**src/rtl/ias_instruction_cycle_core_macros.svh**
```systemverilog
// assertion macros for the ias instruction cycle core
// used by the top level only, expects i_clk and i_rst_n in scope
`ifndef IAS_INSTRUCTION_CYCLE_CORE_MACROS_SVH
`define IAS_INSTRUCTION_CYCLE_CORE_MACROS_SVH

// same-cycle implication
`define IAS_ASSERT_IMPL(lbl, ante, cons) \
    lbl: assert property (@(posedge i_clk) disable iff (!i_rst_n) (ante) |-> (cons)) \
        else $error("ias core assertion failed");

// next-cycle implication
`define IAS_ASSERT_NEXT(lbl, ante, cons) \
    lbl: assert property (@(posedge i_clk) disable iff (!i_rst_n) (ante) |=> (cons)) \
        else $error("ias core assertion failed");

`endif

```
**src/rtl/ias_pkg.sv**
```systemverilog
// shared types and codes for the ias instruction cycle core
// no dependencies
`timescale 1ns / 1ps

package ias_pkg;

    localparam int ADDR_BITS_DEF = 12;
    localparam int WORD_W        = 64;
    localparam int PC_W          = 12;
    localparam int HALF_W        = 20;
    localparam int ITER_W        = 6;
    localparam logic [11:0] START_RESET = 12'd100;

    // request codes
    localparam logic [1:0] REQ_WRITE = 2'd0;
    localparam logic [1:0] REQ_READ  = 2'd1;
    localparam logic [1:0] REQ_STEP  = 2'd2;

    // status codes
    localparam logic [2:0] ST_EXEC    = 3'd0;
    localparam logic [2:0] ST_HALT    = 3'd1;
    localparam logic [2:0] ST_INVALID = 3'd2;
    localparam logic [2:0] ST_DIVZ    = 3'd3;
    localparam logic [2:0] ST_WRITTEN = 3'd4;
    localparam logic [2:0] ST_READ    = 3'd5;

    // opcodes
    localparam logic [7:0] OP_LOAD   = 8'd1;
    localparam logic [7:0] OP_NEG    = 8'd2;
    localparam logic [7:0] OP_ABS    = 8'd3;
    localparam logic [7:0] OP_NABS   = 8'd4;
    localparam logic [7:0] OP_ADD    = 8'd5;
    localparam logic [7:0] OP_SUB    = 8'd6;
    localparam logic [7:0] OP_ADDABS = 8'd7;
    localparam logic [7:0] OP_SUBABS = 8'd8;
    localparam logic [7:0] OP_LDMQ   = 8'd9;
    localparam logic [7:0] OP_MQAC   = 8'd10;
    localparam logic [7:0] OP_MUL    = 8'd11;
    localparam logic [7:0] OP_DIV    = 8'd12;
    localparam logic [7:0] OP_JMPL   = 8'd13;
    localparam logic [7:0] OP_JMPR   = 8'd14;
    localparam logic [7:0] OP_JGEL   = 8'd15;
    localparam logic [7:0] OP_JGER   = 8'd16;
    localparam logic [7:0] OP_STL    = 8'd18;
    localparam logic [7:0] OP_STR    = 8'd19;
    localparam logic [7:0] OP_SHL    = 8'd20;
    localparam logic [7:0] OP_SHR    = 8'd21;
    localparam logic [7:0] OP_STORE  = 8'd33;

    // request to the shared adder
    typedef struct packed {
        logic [WORD_W-1:0] x;
        logic [WORD_W-1:0] y;
        logic              sub;
    } t_alu_req;

endpackage

```
**src/rtl/ias_alu.sv**
```systemverilog
// shared 64-bit add/subtract unit with carry out
// depends on ias_pkg
`timescale 1ns / 1ps

module ias_alu (
    input  ias_pkg::t_alu_req              i_req,
    output logic [ias_pkg::WORD_W-1:0]     o_sum,
    output logic                           o_cout
);
    import ias_pkg::*;

    logic [WORD_W:0] full;

    // carry out high on subtract means x >= y
    assign full   = {1'b0, i_req.x} + {1'b0, (i_req.sub ? ~i_req.y : i_req.y)}
                  + {{WORD_W{1'b0}}, i_req.sub};
    assign o_sum  = full[WORD_W-1:0];
    assign o_cout = full[WORD_W];

endmodule
```
**config.mk**
```make
export PLATFORM = sky130hd
export DESIGN_NAME = ias_alu
export DESIGN_NICKNAME = d
export VERILOG_FILES = /design/src/rtl/ias_instruction_cycle_core_macros.svh /design/src/rtl/ias_pkg.sv /design/src/rtl/ias_alu.sv
export SDC_FILE = /design/constraint.sdc
export NUM_CORES = 1
export LEC_CHECK = 0
export ABC_AREA = 0
export BUFFER_PORTS_ARGS = -buffer_cell sky130_fd_sc_hd__clkbuf_2
export CAP_MARGIN = 20
export CORE_MARGIN = 8
export CORE_UTILIZATION = 55
export DETAILED_ROUTE_END_ITERATION = 10
export GPL_TIMING_DRIVEN = 0
export PLACE_DENSITY_LB_ADDON = 0.2
export SYNTH_ARGS = -nofsm -noshare
export SYNTH_HDL_FRONTEND = slang
export SYNTH_SLANG_ARGS = --single-unit
```
**constraint.sdc**
```tcl
create_clock -name vclk -period 4.5
set_input_delay 0 -clock vclk [all_inputs]
set_output_delay 0 -clock vclk [all_outputs]
set_load 0.02 [all_outputs]
```
## Word-level counts from Yosys, hierarchy flattened

Index checks and enable logic that the tools add are counted.

- Mux-type cells: 1
- $mul: 0
- Order comparisons: 0
- $add $sub $neg: 2
- Reductions and logical operators: 0
- Bitwise logic cells: 1
- Equality and inequality tests: 0
- Div/mod/pow operators: 0
- Shift-type cells: 0

Operators by type and width:

| kind | count |
|---|---|
| adder 64 x 64 -> 65 bit | 1 |
| adder 65 x 1 -> 65 bit | 1 |
| 2-to-1 mux 64 bit | 1 |
| NOT 64 bit | 1 |

- Latch bits: 0
- Memory bits (writable): 0
- ROM bits: 0
- Memories: 0
- Bits in registers: 0
- Word-level logic and storage cells: 4

## Longest topological paths before layout

- Depth after elaboration: 4
- Gate-level depth with buffers: 14
- Mapped depth without buffers: 12

## Worst setup path before layout

No wires, ideal clock.

- Path kind: input to output
- From: in i_req[0] (netlist bit)
- To: out o_sum[63] (netlist bit)
- Arrival time: 3.115 ns
- Data required time: 4.500 ns
- Path slack: 1.385 ns
- Cell stages on the path: 13
- Buffers on the path: 2
- Path through: buf_2 > buf_1 > xor2_1 > ha_1 > nand4_2 > or4_4 > or2_4 > o211ai_2 > a221oi_2 > a211oi_2 > nor3_2 > o31ai_2 > xor2_1

- Word-level cells in the longest chain between the ends: 3

RTL lines:

| item | RTL line | source |
|---|---|---|
| from (decl) | ias_alu.sv:6 | `input ias_pkg::t_alu_req i_req,` |
| 2-to-1 mux 64 bit | ias_alu.sv:15 | `assign full = {1'b0, i_req.x} + {1'b0, (i_req.sub ? ~i_req.y : i_req.y)}` |
| adder 64 x 64 -> 65 bit | ias_alu.sv:15 |  |
| adder 65 x 1 -> 65 bit (*) | ias_alu.sv:16 | `+ {{WORD_W{1'b0}}, i_req.sub};` |
| to (decl) | ias_alu.sv:7 | `output logic [ias_pkg::WORD_W-1:0] o_sum,` |

Every way passes the cells marked *; elsewhere a longest branch is shown, timed or not.

## Final worst setup path

- From: in i_req[0] (netlist bit)
- To: out o_sum[61] (netlist bit)

The elaborated chain is that of the path after synthesis.

==> metrics.md <==
| Metric | Value |
|---|---|
| Synth cell types | `slightly above 70` |
| Drt pass-1 iters | `5` |
| Final setup TNS | `0 ps` |
| # IOs | `194` |
| Worst slew margin | `0.285` |
| Die area | `about 11000 sq um` |
| Worst Max-Slew Pin Slew | `between 1000 and 1500 ps` |
| CP peak stage delay | `890 ps` |
| Hold Crit Class | `primary input to output pin` |
| Power Density | `269 nW/um^2` |
| Placed cell area | `approximately 5700 sq um` |
| Inst Count DP | `934` |
| First-pass GRT wire length | `between 20000 and 30000 um` |
| Clock buffers | `0` |
| Max cap viols | `0` |
| Post-synthesis compound-gate area fraction | `0.335` |
| Vias in the first global route | `roughly 5500` |
| Overall Global Routing Usage | `0.255` |
| Drt drc | `0` |
| WHS Path Cells | `3` |
| Arr. time, crit path | `4140 ps` |
| Avg Cell Area, Syn | `7.16 sq um` |
| Count of final hold-check violations | `0` |
| Synth warn | `0` |
| Die span in y | `107 um` |
| Crit path max-delay family | `compound AO/OA/AOI/OAI gates` |
| Crit Path Category | `primary input to output pin` |
| Layout Nets | `1030` |
| Wire length per cell | `16.9 um` |
| Tmin final | `roughly 4100 ps` |
| Cell Count, Final, Fillers Out | `934` |
| WP buf/inv | `4` |
| Routed Antenna Nets | `0` |
| CP cell instances | `buf_2 > buf_1 > xor2_1 > ha_1 > clkbuf_2 > a21oi_1 > o22ai_1 > a2111oi_0 > a31oi_1 > a31o_2 > a21oi_1 > xnor2_1 > clkbuf_2` |
| Fin util | `0.695` |
| Dpl hpwl | `between 10000 and 15000 um` |
| Syn nets | `835` |
| Fill cells | `between 700 and 800` |
| Gp weighted congestion | `0.977` |
| # rows | `33` |
| Initial antenna violation count | `0` |
| Critical path peak fanout | `10` |
| Crit path required time | `approximately 4500 ps` |
| Period utilization | `0.920` |
| P_leak | `between 2 and 3 nW` |
| Mux cell area share after synthesis | `0.00440` |
| Cell area after layout | `~5700 sq um` |
| Overflow after GRT | `0` |
| Most common cell after layout, fill and taps aside | `clkbuf_2` |
| Status | `complete, no violations` |
| Largest area contributor in the netlist | `ha_1` |
| Crit path depth | `13` |
| Cell count after synthesis | `approximately 640` |
| Maximum number of pins on one net before global-route repair | `11` |
| Port Buffers | `~190` |
| Crit path launch type | `primary input` |
| Crit. End Element | `output pin` |
| Largest family of logic cells by synthesized area | `compound AO/OA/AOI/OAI gates` |
| Netlist Area Pre-Place | `4550 sq um` |
| Routed wire length | `15700 um` |
| Post_cts resized | `0` |
| Commonest cells after routing, fill and taps aside | `clkbuf_2 (195), xor2_1 (86), a21oi_1 (82), ha_1 (69), nand2_1 (61)` |
| # setup viols final | `0` |
| Register area share after synthesis | `0` |
| Unrepaired setup endpoints after global routing | `false` |
| Layout overhead on the synthesized area | `24.1%` |
| Maximum VDD drop | `approximately 0.16 mV` |
| Share of cells above drive strength 1 | `0.276` |
| Via count | `5538` |
| Core Footprint | `approximately 8000 sq um` |
| Top-area cell type share of the netlist area | `0.190` |
| Hold buffers post-CTS | `0` |
| Register area | `0 sq um` |
| Seq_cells | `0` |
| Setup Buffers After CTS | `0` |
| Via density | `5.93` |
| XOR/XNOR share of the synthesized area | `0.237` |
| Initial drt markers | `~330` |
| Final hold slack | `slightly above 300 ps` |
| Die Span X | `107 um` |
| Simple-gate share of the synthesized area | `0.182` |
| Slew Limit Fails | `0` |
| Top post-synthesis cells by area | `ha_1 (19%), xor2_1 (17%), a21oi_1 (9.0%)` |
| Starting Density | `0.560` |
| Adder-cell share of the synthesized area | `0.194` |
| Crit-path slowest cell | `a2111oi_0` |
| F_max | `around 0.24 GHz` |
| Ant. Diodes | `0` |
-- path summary, 6_finish.rpt --
path / from / endpoint / slack (ps)
hold / removal: i_req[65] / o_sum[0] / 310
setup / recovery: i_req[0] / o_sum[61] / 360
-- worst min-delay path: stages --
cell,delay [ps]
clkbuf_2,100
xor2_1,60
clkbuf_2,150
-- logic make-up (layout without fill, tap and decap cells) --
family	Yosys count	count (layout)
AO/OA/AOI/OAI	228	228
AND/OR/NAND/NOR	169	169
XOR/XNOR	123	123
adder cells (fa/ha/maj)	70	70
buffers and inverters	44	237
multiplexers	2	2
-- cells in the mapped netlist, drive strengths merged, types with 2 or more instances --
cell type  number
nand2b          5
a211oi          6
clkbuf         10
xor2           86
nand4          15
a2111oi         6
a21oi          82
o21a            5
o221ai          2
nand3b          2
buf            12
inv            20
nand2          61
nor2b           4
a21boi          5
o31ai           6
a22oi           2
nand4b          2
o211ai          4
nand3          10
nor2           38
a311oi          4
o21ai          38
o21bai         12
a21o           35
a31oi           8
mux2i           2
xnor2          37
and3            4
and4            2
a41oi           2
nor4            5
and2            7
ha             69
or3             3
or3b            2
a311o           2
o22ai           2
nor3            7
-- area by class of cell --
| cell class | instances | area, sq um | area share |
|---|---|---|---|
| plain buffers | 24 | 145 | 0.0257 |
| inverters | 20 | 75.1 | 0.0133 |
| multi-input cells | 592 | 4330 | 0.767 |
| well taps | 105 | 131 | 0.0232 |
| repair buffers | 193 | 966 | 0.171 |
-- layer usage --
metal | vias up | global-route usage | wire length (um)
li1 | 2718 | - | -
met1 | 2565 | 0.315 | 6770
met2 | 237 | 0.456 | 7520
met3 | 18 | 0.0342 | 1190
met4 | 0 | 0.0533 | 262
met5 | - | 0 | 0
-- power breakdown --
group | switching, mW | internal (mW) | total (mW)
logic | 0.955 | 0.567 | 1.52
clock network | 0 | 0 | 0
registers | 0 | 0 | 0
total | 0.955 | 0.567 | 1.52
-- metrics by stage --
step	power [mW]	worst slack, ps
detailed placement	1.50	506
finish	1.52	361
global placement	1.48	581
global route	1.65	194
floorplan	1.06	1380
CTS	1.51	502
Power figures use the tool's default switching activity.
